[config.mk]
export PLATFORM = sky130hd
export DESIGN_NAME = charger_safety_monitor_core_flat
export DESIGN_NICKNAME = d
export VERILOG_FILES = /design/src/rtl/csm_pkg.sv /design/src/rtl/csm_stream_if.sv /design/src/rtl/charger_safety_monitor_core.sv /design/src/flat_wrapper.sv
export VERILOG_INCLUDE_DIRS = /design/src /design/src/rtl
export SDC_FILE = /design/constraint.sdc
export NUM_CORES = 1
export LEC_CHECK = 0
export BUFFER_PORTS_ARGS = -buffer_cell sky130_fd_sc_hd__buf_2
export CAP_MARGIN = 5
export CORE_MARGIN = 3
export CORE_UTILIZATION = 53
export DETAILED_ROUTE_END_ITERATION = 8
export GPL_TIMING_DRIVEN = 0
export PLACE_DENSITY = 0.76
export RECOVER_POWER = 100
export SYNTH_ARGS = -nofsm -noshare
export SYNTH_HDL_FRONTEND = slang
export SYNTH_SLANG_ARGS = --single-unit
[constraint.sdc]
create_clock -name clk -period 2.49 [get_ports clk]
set_clock_uncertainty 0.1 [all_clocks]
set_input_delay 0.3735 -clock clk [delete_from_list [all_inputs] [get_ports clk]]
set_output_delay 0.3735 -clock clk [all_outputs]
set_load 0.02 [all_outputs]
[src/rtl/charger_safety_monitor_core_defines.svh]
// assertion helpers used by the monitor core
`ifndef CHARGER_SAFETY_MONITOR_CORE_DEFINES_SVH
`define CHARGER_SAFETY_MONITOR_CORE_DEFINES_SVH

// same-cycle implication, disabled while reset is asserted
`define CSM_ASSERT_IMPL(label, clk, rst_n, ante, cons) \
	label: assert property (@(posedge clk) disable iff (!rst_n) (ante) |-> (cons)) \
		else $error("csm assertion failed");

// next-cycle implication, disabled while reset is asserted
`define CSM_ASSERT_NEXT(label, clk, rst_n, ante, cons) \
	label: assert property (@(posedge clk) disable iff (!rst_n) (ante) |=> (cons)) \
		else $error("csm assertion failed");

`endif

[src/rtl/csm_pkg.sv]
package csm_pkg;

	// monitor constants
	localparam logic [15:0] ADC_FULL_SCALE     = 16'd65535;
	localparam logic [10:0] TICK_MS            = 11'd10;
	localparam logic [15:0] CAPACITY_UNLIMITED = 16'd65535;

	localparam logic [10:0] MS_PER_SEC          = 11'd1000;
	localparam logic [5:0]  SEC_PER_MIN_LAST    = 6'd59;
	localparam logic [15:0] TIME_UNLIMITED_FROM = 16'd1000;

	typedef enum logic [1:0] {
		OP_TICK      = 2'd0,
		OP_CHECK     = 2'd1,
		OP_POWER_ON  = 2'd2,
		OP_POWER_OFF = 2'd3
	} op_t;

	typedef enum logic [1:0] {
		ST_RUNNING  = 2'd0,
		ST_ERROR    = 2'd1,
		ST_COMPLETE = 2'd2
	} status_t;

	typedef enum logic [3:0] {
		RSN_NONE         = 4'd0,
		RSN_INT_TEMP     = 4'd1,
		RSN_DISCONNECTED = 4'd2,
		RSN_BALANCE_PORT = 4'd3,
		RSN_CURRENT      = 4'd4,
		RSN_VIN          = 4'd5,
		RSN_CAPACITY     = 4'd6,
		RSN_TIME         = 4'd7,
		RSN_EXT_TEMP     = 4'd8
	} reason_t;

	typedef enum logic [2:0] {
		CFG_INTERNAL_TEMP_LIMIT  = 3'd0,
		CFG_VOUT_MIN_ADC         = 3'd1,
		CFG_CURRENT_LIMIT        = 3'd2,
		CFG_INPUT_VOLTAGE_LOW    = 3'd3,
		CFG_CAPACITY_LIMIT       = 3'd4,
		CFG_TIME_LIMIT_MIN       = 3'd5,
		CFG_EXTERNAL_TEMP_ENABLE = 3'd6,
		CFG_EXTERNAL_TEMP_CUTOFF = 3'd7
	} cfg_idx_t;

	typedef struct packed {
		op_t         operation;
		logic [15:0] t_internal;
		logic [15:0] vout_adc;
		logic        balance_connected;
		logic [15:0] output_current;
		logic [15:0] input_voltage;
		logic [15:0] capacity;
		logic [15:0] t_external;
		logic        converter_active;
		logic        discharger_powered;
		logic        balancer_active;
	} cmd_t;

	typedef struct packed {
		status_t     status;
		reason_t     stop_reason;
		logic [15:0] charge_time_sec;
		logic [15:0] balance_time_sec;
	} res_t;

endpackage

[src/rtl/csm_stream_if.sv]
interface csm_stream_if #(
	parameter type payload_t = logic
) ();
	logic     valid;
	logic     ready;
	payload_t payload;

	modport source (output valid, output payload, input ready);
	modport sink   (input valid, input payload, output ready);
endinterface

[src/rtl/charger_safety_monitor_core.sv]
// charger safety monitor core
// channels: cmd (sink, csm_pkg::cmd_t) takes one operation per transaction:
//   slow tick, check, power on or power off; res (source, csm_pkg::res_t)
//   returns exactly one result per cmd transaction, in order
// config: cfg_wr_en/cfg_index/cfg_data write one threshold register per
//   clock; the user sees that writes are made only while no transaction is in flight; the block does not check this
// pipeline: a cmd transaction is registered in stage 1 and evaluated there
//   against the monitor state; its result is loaded into stage 2 when stage
//   1 advances, and res.valid is driven from stage 2
// throughput: one transaction per cycle unless res stalls; the state update
//   (accumulators, running flag) is a single compare-and-subtract step per cycle
// millisecond accumulators carry their seconds (and, for charge, minutes)
//   alongside, so no divider is needed; a 32-bit wrap restarts all derived counts
// reset: arst_n clears valids, monitor state, accumulators and loads the
//   threshold registers with their defaults
// stall: when res is not taken, stage 2 holds and stage 1 holds behind
//   it; cmd.ready drops only when both stages are full
`include "charger_safety_monitor_core_defines.svh"

module charger_safety_monitor_core (
	input  logic              clk,
	input  logic              arst_n,
	input  logic              cfg_wr_en,
	input  csm_pkg::cfg_idx_t cfg_index,
	input  logic [15:0]       cfg_data,
	csm_stream_if.sink        cmd,
	csm_stream_if.source      res
);
	import csm_pkg::*;

	// threshold registers
	logic [15:0] int_temp_limit_q;
	logic [15:0] vout_min_adc_q;
	logic [15:0] current_limit_q;
	logic [15:0] vin_low_q;
	logic [15:0] capacity_limit_q;
	logic [15:0] time_limit_min_q;
	logic        ext_temp_en_q;
	logic [15:0] ext_temp_cutoff_q;

	// monitor state
	logic        monitor_on_q;
	logic        bal_ref_q;
	// charge accumulator with derived seconds/minutes
	logic [31:0] chg_ms_q;
	logic [9:0]  chg_rem_q;      // ms within the current second
	logic [15:0] chg_sec_q;      // low bits of whole seconds
	logic [5:0]  chg_sec_in_min_q;
	logic [16:0] chg_min_q;      // whole minutes, full range
	// balance accumulator with derived seconds
	logic [31:0] bal_ms_q;
	logic [9:0]  bal_rem_q;
	logic [15:0] bal_sec_q;

	// pipeline
	logic valid_s1;
	cmd_t cmd_s1;
	logic valid_s2;
	res_t res_s2;
	logic adv;

	// next state
	logic        monitor_on_d;
	logic        bal_ref_d;
	logic [31:0] chg_ms_d;
	logic [9:0]  chg_rem_d;
	logic [15:0] chg_sec_d;
	logic [5:0]  chg_sec_in_min_d;
	logic [16:0] chg_min_d;
	logic [31:0] bal_ms_d;
	logic [9:0]  bal_rem_d;
	logic [15:0] bal_sec_d;
	status_t     status_d;
	reason_t     reason_d;

	// stage 1 moves on whenever the result register is free or being taken
	assign adv       = valid_s1 && (!valid_s2 || res.ready);
	assign cmd.ready = !valid_s1 || adv;

	assign res.valid   = valid_s2;
	assign res.payload = res_s2;

	// configuration writes
	always_ff @(posedge clk or negedge arst_n) begin
		if (!arst_n) begin
			int_temp_limit_q  <= 16'd6000;
			vout_min_adc_q    <= 16'd0;
			current_limit_q   <= 16'd65535;
			vin_low_q         <= 16'd0;
			capacity_limit_q  <= 16'd65535;
			time_limit_min_q  <= 16'd1000;
			ext_temp_en_q     <= 1'b0;
			ext_temp_cutoff_q <= 16'd65535;
		end else if (cfg_wr_en) begin
			unique case (cfg_index)
				CFG_INTERNAL_TEMP_LIMIT:  int_temp_limit_q  <= cfg_data;
				CFG_VOUT_MIN_ADC:         vout_min_adc_q    <= cfg_data;
				CFG_CURRENT_LIMIT:        current_limit_q   <= cfg_data;
				CFG_INPUT_VOLTAGE_LOW:    vin_low_q         <= cfg_data;
				CFG_CAPACITY_LIMIT:       capacity_limit_q  <= cfg_data;
				CFG_TIME_LIMIT_MIN:       time_limit_min_q  <= cfg_data;
				CFG_EXTERNAL_TEMP_ENABLE: ext_temp_en_q     <= cfg_data[0];
				CFG_EXTERNAL_TEMP_CUTOFF: ext_temp_cutoff_q <= cfg_data;
				default:                  ext_temp_en_q     <= ext_temp_en_q;
			endcase
		end
	end

	// stage 1: operation decode, accumulator update and stop checks
	always_comb begin
		logic [32:0] chg_sum;
		logic [32:0] bal_sum;
		logic [10:0] chg_rem_sum;
		logic [10:0] bal_rem_sum;

		monitor_on_d     = monitor_on_q;
		bal_ref_d        = bal_ref_q;
		chg_ms_d         = chg_ms_q;
		chg_rem_d        = chg_rem_q;
		chg_sec_d        = chg_sec_q;
		chg_sec_in_min_d = chg_sec_in_min_q;
		chg_min_d        = chg_min_q;
		bal_ms_d         = bal_ms_q;
		bal_rem_d        = bal_rem_q;
		bal_sec_d        = bal_sec_q;
		status_d         = ST_RUNNING;
		reason_d         = RSN_NONE;

		chg_sum     = {1'b0, chg_ms_q} + {22'd0, TICK_MS};
		bal_sum     = {1'b0, bal_ms_q} + {22'd0, TICK_MS};
		chg_rem_sum = {1'b0, chg_rem_q} + TICK_MS;
		bal_rem_sum = {1'b0, bal_rem_q} + TICK_MS;

		unique case (cmd_s1.operation)
			OP_TICK: begin
				if (cmd_s1.converter_active) begin
					chg_ms_d = chg_sum[31:0];
					if (chg_sum[32]) begin
						// wrapped past 2^32: remaining ms is below one second
						chg_rem_d        = chg_sum[9:0];
						chg_sec_d        = 16'd0;
						chg_sec_in_min_d = 6'd0;
						chg_min_d        = 17'd0;
					end else if (chg_rem_sum >= MS_PER_SEC) begin
						chg_rem_d = 10'(chg_rem_sum - MS_PER_SEC);
						chg_sec_d = chg_sec_q + 16'd1;
						if (chg_sec_in_min_q == SEC_PER_MIN_LAST) begin
							chg_sec_in_min_d = 6'd0;
							chg_min_d        = chg_min_q + 17'd1;
						end else begin
							chg_sec_in_min_d = chg_sec_in_min_q + 6'd1;
						end
					end else begin
						chg_rem_d = chg_rem_sum[9:0];
					end
				end
				if (cmd_s1.balancer_active) begin
					bal_ms_d = bal_sum[31:0];
					if (bal_sum[32]) begin
						bal_rem_d = bal_sum[9:0];
						bal_sec_d = 16'd0;
					end else if (bal_rem_sum >= MS_PER_SEC) begin
						bal_rem_d = 10'(bal_rem_sum - MS_PER_SEC);
						bal_sec_d = bal_sec_q + 16'd1;
					end else begin
						bal_rem_d = bal_rem_sum[9:0];
					end
				end
			end
			OP_CHECK: begin
				if (monitor_on_q) begin
					priority if (cmd_s1.t_internal > int_temp_limit_q) begin
						status_d = ST_ERROR;
						reason_d = RSN_INT_TEMP;
					end else if (cmd_s1.vout_adc >= ADC_FULL_SCALE ||
							(cmd_s1.vout_adc < vout_min_adc_q &&
							cmd_s1.discharger_powered)) begin
						status_d = ST_ERROR;
						reason_d = RSN_DISCONNECTED;
					end else if (cmd_s1.balance_connected != bal_ref_q) begin
						status_d = ST_ERROR;
						reason_d = RSN_BALANCE_PORT;
					end else if (cmd_s1.output_current > current_limit_q) begin
						status_d = ST_ERROR;
						reason_d = RSN_CURRENT;
					end else if (cmd_s1.input_voltage < vin_low_q) begin
						status_d = ST_ERROR;
						reason_d = RSN_VIN;
					end else if (capacity_limit_q != CAPACITY_UNLIMITED &&
							cmd_s1.capacity > capacity_limit_q) begin
						status_d = ST_COMPLETE;
						reason_d = RSN_CAPACITY;
					end else if (time_limit_min_q < TIME_UNLIMITED_FROM &&
							{1'b0, time_limit_min_q} <= chg_min_q) begin
						status_d = ST_COMPLETE;
						reason_d = RSN_TIME;
					end else if (ext_temp_en_q &&
							cmd_s1.t_external > ext_temp_cutoff_q) begin
						status_d = ST_ERROR;
						reason_d = RSN_EXT_TEMP;
					end else begin
						status_d = ST_RUNNING;
						reason_d = RSN_NONE;
					end
				end
			end
			OP_POWER_ON: begin
				chg_ms_d         = 32'd0;
				chg_rem_d        = 10'd0;
				chg_sec_d        = 16'd0;
				chg_sec_in_min_d = 6'd0;
				chg_min_d        = 17'd0;
				bal_ms_d         = 32'd0;
				bal_rem_d        = 10'd0;
				bal_sec_d        = 16'd0;
				bal_ref_d        = cmd_s1.balance_connected;
				monitor_on_d     = 1'b1;
			end
			OP_POWER_OFF: begin
				monitor_on_d = 1'b0;
			end
			default: begin
				monitor_on_d = monitor_on_q;
			end
		endcase
	end

	// monitor state, committed as each transaction leaves stage 1
	always_ff @(posedge clk or negedge arst_n) begin
		if (!arst_n) begin
			monitor_on_q     <= 1'b0;
			bal_ref_q        <= 1'b0;
			chg_ms_q         <= 32'd0;
			chg_rem_q        <= 10'd0;
			chg_sec_q        <= 16'd0;
			chg_sec_in_min_q <= 6'd0;
			chg_min_q        <= 17'd0;
			bal_ms_q         <= 32'd0;
			bal_rem_q        <= 10'd0;
			bal_sec_q        <= 16'd0;
		end else if (adv) begin
			monitor_on_q     <= monitor_on_d;
			bal_ref_q        <= bal_ref_d;
			chg_ms_q         <= chg_ms_d;
			chg_rem_q        <= chg_rem_d;
			chg_sec_q        <= chg_sec_d;
			chg_sec_in_min_q <= chg_sec_in_min_d;
			chg_min_q        <= chg_min_d;
			bal_ms_q         <= bal_ms_d;
			bal_rem_q        <= bal_rem_d;
			bal_sec_q        <= bal_sec_d;
		end
	end

	// stage valids
	always_ff @(posedge clk or negedge arst_n) begin
		if (!arst_n) begin
			valid_s1 <= 1'b0;
			valid_s2 <= 1'b0;
		end else begin
			if (cmd.ready) begin
				valid_s1 <= cmd.valid;
			end
			if (!valid_s2 || res.ready) begin
				valid_s2 <= valid_s1;
			end
		end
	end

	// stage payloads
	always_ff @(posedge clk) begin
		if (cmd.valid && cmd.ready) begin
			cmd_s1 <= cmd.payload;
		end
		if (adv) begin
			res_s2.status           <= status_d;
			res_s2.stop_reason      <= reason_d;
			res_s2.charge_time_sec  <= chg_sec_d;
			res_s2.balance_time_sec <= bal_sec_d;
		end
	end

	// a pending result is never overwritten while stalled
	`CSM_ASSERT_IMPL(a_no_overwrite, clk, arst_n, valid_s2 && !res.ready && valid_s1, !adv)
	// the sub-second remainders stay within one second
	`CSM_ASSERT_IMPL(a_rem_range, clk, arst_n, 1'b1,
		chg_rem_q < MS_PER_SEC[9:0] && bal_rem_q < MS_PER_SEC[9:0])
	// seconds-within-minute never reaches a full minute
	`CSM_ASSERT_IMPL(a_sec_in_min_range, clk, arst_n, 1'b1,
		chg_sec_in_min_q <= SEC_PER_MIN_LAST)
	// a stop reason is given exactly when the status is not running
	`CSM_ASSERT_IMPL(a_reason_status, clk, arst_n, valid_s2,
		(res_s2.status == ST_RUNNING) == (res_s2.stop_reason == RSN_NONE))
	// power on starts a running session with cleared times
	`CSM_ASSERT_NEXT(a_power_on, clk, arst_n, adv && cmd_s1.operation == OP_POWER_ON,
		monitor_on_q && chg_ms_q == 32'd0 && bal_ms_q == 32'd0 && chg_min_q == 17'd0)

endmodule
[src/flat_wrapper.sv]
// flat-port wrapper written by rule: the top's interface ports become plain ports
module charger_safety_monitor_core_flat import csm_pkg::*;
  (clk, arst_n, cfg_wr_en, cfg_index, cfg_data, cmd_valid, cmd_payload, cmd_ready, res_valid, res_payload, res_ready);
  csm_stream_if cmd_i ();
  csm_stream_if res_i ();
  input  logic clk;
  input  logic arst_n;
  input  logic cfg_wr_en;
  input  csm_pkg::cfg_idx_t cfg_index;
  input  logic [15:0] cfg_data;
  input wire logic [$bits(cmd_i.valid)-1:0] cmd_valid;
  input wire logic [$bits(cmd_i.payload)-1:0] cmd_payload;
  output wire logic [$bits(cmd_i.ready)-1:0] cmd_ready;
  output wire logic [$bits(res_i.valid)-1:0] res_valid;
  output wire logic [$bits(res_i.payload)-1:0] res_payload;
  input wire logic [$bits(res_i.ready)-1:0] res_ready;
  assign cmd_i.valid = cmd_valid;
  assign cmd_i.payload = cmd_payload;
  assign cmd_ready = cmd_i.ready;
  assign res_valid = res_i.valid;
  assign res_payload = res_i.payload;
  assign res_i.ready = res_ready;
  charger_safety_monitor_core u_core (.clk(clk), .arst_n(arst_n), .cfg_wr_en(cfg_wr_en), .cfg_index(cfg_index), .cfg_data(cfg_data), .cmd(cmd_i), .res(res_i));
endmodule
==> summary.md <==
Synthesis produced a netlist with a net count of 294. The period utilization came out at 96.6%. Dividing total power by cell area gives a power density of 841 nW/um2.

STA classifies the critical path endpoint as a flop. The worst hold path terminates at u_core.cmd_s1[0]. The required time of the critical path came out at 2610 ps. The die extent in y was 75.3 um; the number of placement rows was 24. From synthesis to final layout, the design area changed by 14.4%. Counting both buffers and inverters, the worst setup path holds a total of 2.

For this run, asynchronously set or reset flops after synthesis account for 95.6%. The analysis attributes to net switching a power of 920 uW. The adder and majority cell fraction of the synthesized area came out at 1.48%.

In this run the worst setup path begins at u_core.bal_rem_q[2]. Averaged over all synthesized cells, the footprint is 9.56 um2. The startpoint identified for the worst register-to-register timing path is u_core.bal_rem_q[2]. By area the synthesized netlist is led by sky130_fd_sc_hd__dfrtp_1 (42%), sky130_fd_sc_hd__xnor2_1 (8.6%), sky130_fd_sc_hd__nand2_1 (5.3%).

The relative contribution of combinational cells to total power came out at 41.5%. The run finished with clean final reports. Summing the areas of all and, or, nand and nor instances in the mapped netlist gives 27.3% of the synthesized area.

For the pin with the worst max-slew slack, the measured transition is 1040 ps. The count of TritonRoute iterations in the first routing pass was 4. In this design, the stage delay of the slowest critical-path cell is 500 ps.

Number of enable flip-flop cells after synthesis: 2. Setup repair after global routing left no endpoint under its margin. Net switching is 37.6% of the power. After detailed routing, the met3 layer carries 80 um of wire. Detailed routing placed a total of 2.50 mm of wire on met2.

The worst hold path begins at cmd_payload. The run gives 363 as the number of filler cells placed in the layout. The first routing iteration left 145 violations. The count of nets left with antenna violations once routing finished came out at 0. For the part of the total power dissipated in the clock network, the log shows 17.9%. The total overflow left after global routing is 0. Sequential cells were found to cover 44.7% of the synthesized design area.

The half-perimeter wire length after placement is 3.48 mm. In the final layout, the multi-input gates occupy 1420 um2. The tools report the first-pass GRT wire length as 8.62 mm. Cell repeated most along the worst path: sky130_fd_sc_hd__ha_4.

For this design the static power due to leakage is 1.24 nW. Die width: 75.3 um. The number of nets in the layout is 321. Maximum vdd drop: 439 uV.

The worst reg2reg path depth was 11; the number of global-route vias before repair was 1903. Internal power comes to 1.53 mW. After clock tree synthesis, the clock-pin slew on the worst setup and hold paths is 90 ps.

TritonCTS built the clock tree. Cell at the slowest stage of the critical path: sky130_fd_sc_hd__or4b_1. Initial antenna violation count: 0. The worst hold path depth was 1; the hold-fix buffer count after cts was 0. After synthesis, the largest family of logic cells by area is simple AND/OR/NAND/NOR gates. After synthesis the netlist holds a flip-flop and latch count of 45.

The root buffer cell chosen for the clock tree is sky130_fd_sc_hd__clkbuf_8. For the worst path arrival time, the log shows 2520 ps. After floorplanning, the core was sized to cover 4500 um2.

The final layout contains routed wiring with a total length of 5.13 mm. Entering global routing, the biggest net connects 44 pins. After detailed routing, the number of remaining DRC violations is 0.

The top cell type by area accounts for 42.3% of the synthesized area. Headroom to the max-slew limit came out at 30.7%. For this run, the number of Yosys warnings is 0.

Broken down by cell family, the worst path's largest delay share belongs to simple AND/OR/NAND/NOR gates. Multiplexer cells account for 0.394% of the synthesized area. Max-cap violations in this run came to 0.

The tools report the global-route usage over all layers as 19.7%. The synthesized netlist devotes 12.4% of its cell area to XOR and XNOR gates. The run gives 0 as the count of pins over their slew limit. The share of the synthesized area in compound gates (AO/OA/AOI/OAI) is 11.1%, and the routability congestion estimate from global placement is 0.821. After synthesis, the netlist uses 55 different library cells. The post-route minimum period is 2410 ps. The number of antenna diodes in the final layout is 0. The logs give 0 for the number of hold violations in the final report and 40.6% for the register share of total power. The tools report the number of buffers created by CTS as 5. The detail-routed net length per standard cell was 14.8 um; the number of instances in the synthesized netlist was 266. Wire length on met1: 2.50 mm.

Startpoint type of the worst setup path: a flop. The endpoint identified for the worst register-to-register timing path is u_core.bal_rem_q[6]. Pin placement for this block handled 28 I/O pins. The register-to-register setup slack was 80 ps.

The buffer levels on the longest clock path is 2. The upper clock frequency limit was 416 MHz. The maximum fanout encountered on the critical timing path was 6; the maximum level of the CTS H-tree was 2.

In this run the tool buffered the top-level ports with 7 buffer cells. The completed layout was analyzed and its total power is 2.45 mW. The clock sink count was 45. Traced cell by cell, the critical path runs through ha_4 -> buf_4 -> nand2b_1 -> nand2_2 -> ha_4 -> inv_2 -> a31o_4 -> a31oi_4 -> nor2_2 -> or4b_1 -> o211ai_1. The path class of the lowest-slack min-delay path is in2reg. The run gives 2540 um2 as the post-synthesis cell area. The critical path class was reg2reg. Most frequent standard cell in the layout excluding fill and tap cells: sky130_fd_sc_hd__dfrtp_1.

The clock latency at the later pin of the worst-skew pair was 300 ps; the final number of setup-violating endpoints was 0. The via density per instance is 5.77. The routed layout has 1996 vias. Cells with a size suffix above 1 make up 18.4% of the layout. The topmost layer with routed signal wires was met4. The sequential cell area came out at 1140 um2.

The floorplan die area is 5660 um2. Leaving out fill and tap cells, the most frequent cells in the layout are sky130_fd_sc_hd__dfrtp_1 (41), sky130_fd_sc_hd__nand2_1 (35), sky130_fd_sc_hd__xnor2_1 (25). For this run, the leading register cell type out of synthesis is sky130_fd_sc_hd__dfrtp_1.

The biggest area contributor in the post-synthesis netlist is sky130_fd_sc_hd__dfrtp_1. Once the floorplan was initialized, standard cells occupied 56.4% of the core. Final hold analysis gives a worst-case slack of 144 ps.
==> state kept, by name, indices dropped and copies added (netlist names) <==
register	cells
u_core.bal_ms_q	31
u_core.bal_rem_q	9
u_core.bal_sec_q	1
u_core.cmd_s1	1
u_core.res.payload	1
u_core.res.valid	1
u_core.valid_s1	1
==> cell usage after synthesis, drive strengths merged, types with 2 or more instances <==
cell type / count
dfrtp: 43
nand2: 36
xnor2: 25
nor2: 23
nand3: 16
xor2: 11
o21ai: 10
nand4: 9
nand2b: 7
nor3: 7
and2: 6
and4: 6
clkbuf: 6
a21oi: 5
and3: 5
buf: 4
inv: 4
a211o: 3
a22o: 3
ha: 3
nor3b: 3
a31oi: 2
edfxtp: 2
nand3b: 2
o22ai: 2
o311ai: 2
or3: 2
or4: 2
==> power by group through the flow <==
stage / registers, mW / logic (mW) / clock network (mW)
6_report: 0.994 / 1.02 / 0.437
5_1_grt: 1.01 / 1.12 / 0.475
2_1_floorplan: 0.970 / 0.633 / 0
3_5_place_dp: 1.00 / 0.791 / 0
4_1_cts: 0.976 / 0.887 / 0.449
3_3_place_gp: 0.997 / 0.774 / 0
==> cells by family after synthesis <==
family | after synthesis
AOI/OAI and AO/OA | 37
muxes | 1
xor gates and xnor gates | 36
DFF | 45
buffers and inverters | 14
adders and majority gates | 3
and+or+nand+nor | 130
==> worst max path at each step <==
| stage | cells after the start | to | slack (ps) |
|---|---|---|---|
| 2_1_floorplan | 11 | u_core.bal_rem_q[6] | 8 |
| 3_3_place_gp | 11 | u_core.bal_rem_q[6] | -200 |
| 3_5_place_dp | 11 | u_core.bal_rem_q[6] | -220 |
| 4_1_cts | 9 | u_core.bal_rem_q[6] | 10 |
| 5_1_grt | 9 | u_core.res.payload | 5 |
| 6_report | 11 | u_core.bal_rem_q[6] | 80 |
==> layer usage <==
metal,vias up,track usage [%]
li1,995,-
met2,19,33.7
met4,0,6.21
met1,975,25.8
met3,7,2.94
met5,-,0
==> through the flow <==
step	setup TNS, ps	setup slack, ps	area [um2]	utilization [%]	instances
after floorplan	0	8.13	2560	-	266
after global placement	-341	-204	2660	59.0	325
final	0	84.3	2910	64.6	346
after global routing	0	4.91	2910	64.6	346
after detailed placement	-401	-222	2660	59.0	325
after CTS	0	14.9	2810	62.3	340
==> timing repair <==
item,CTS,global route
resized for setup,6,16
pin swaps,3,5
setup endpoints to repair,4,13
buffers inserted,8,6
==> cell type report <==
class / instances / share of cell area (%)
tap: 52 / 2.24
clock inverter: 1 / 0.172
timing repair buffer: 21 / 4.69
multi-input combinational: 207 / 48.9
inverter: 4 / 0.516
buffer: 9 / 1.76
sequential: 45 / 39.1
clock buffer: 7 / 2.62
Power figures use the tool's default switching activity.
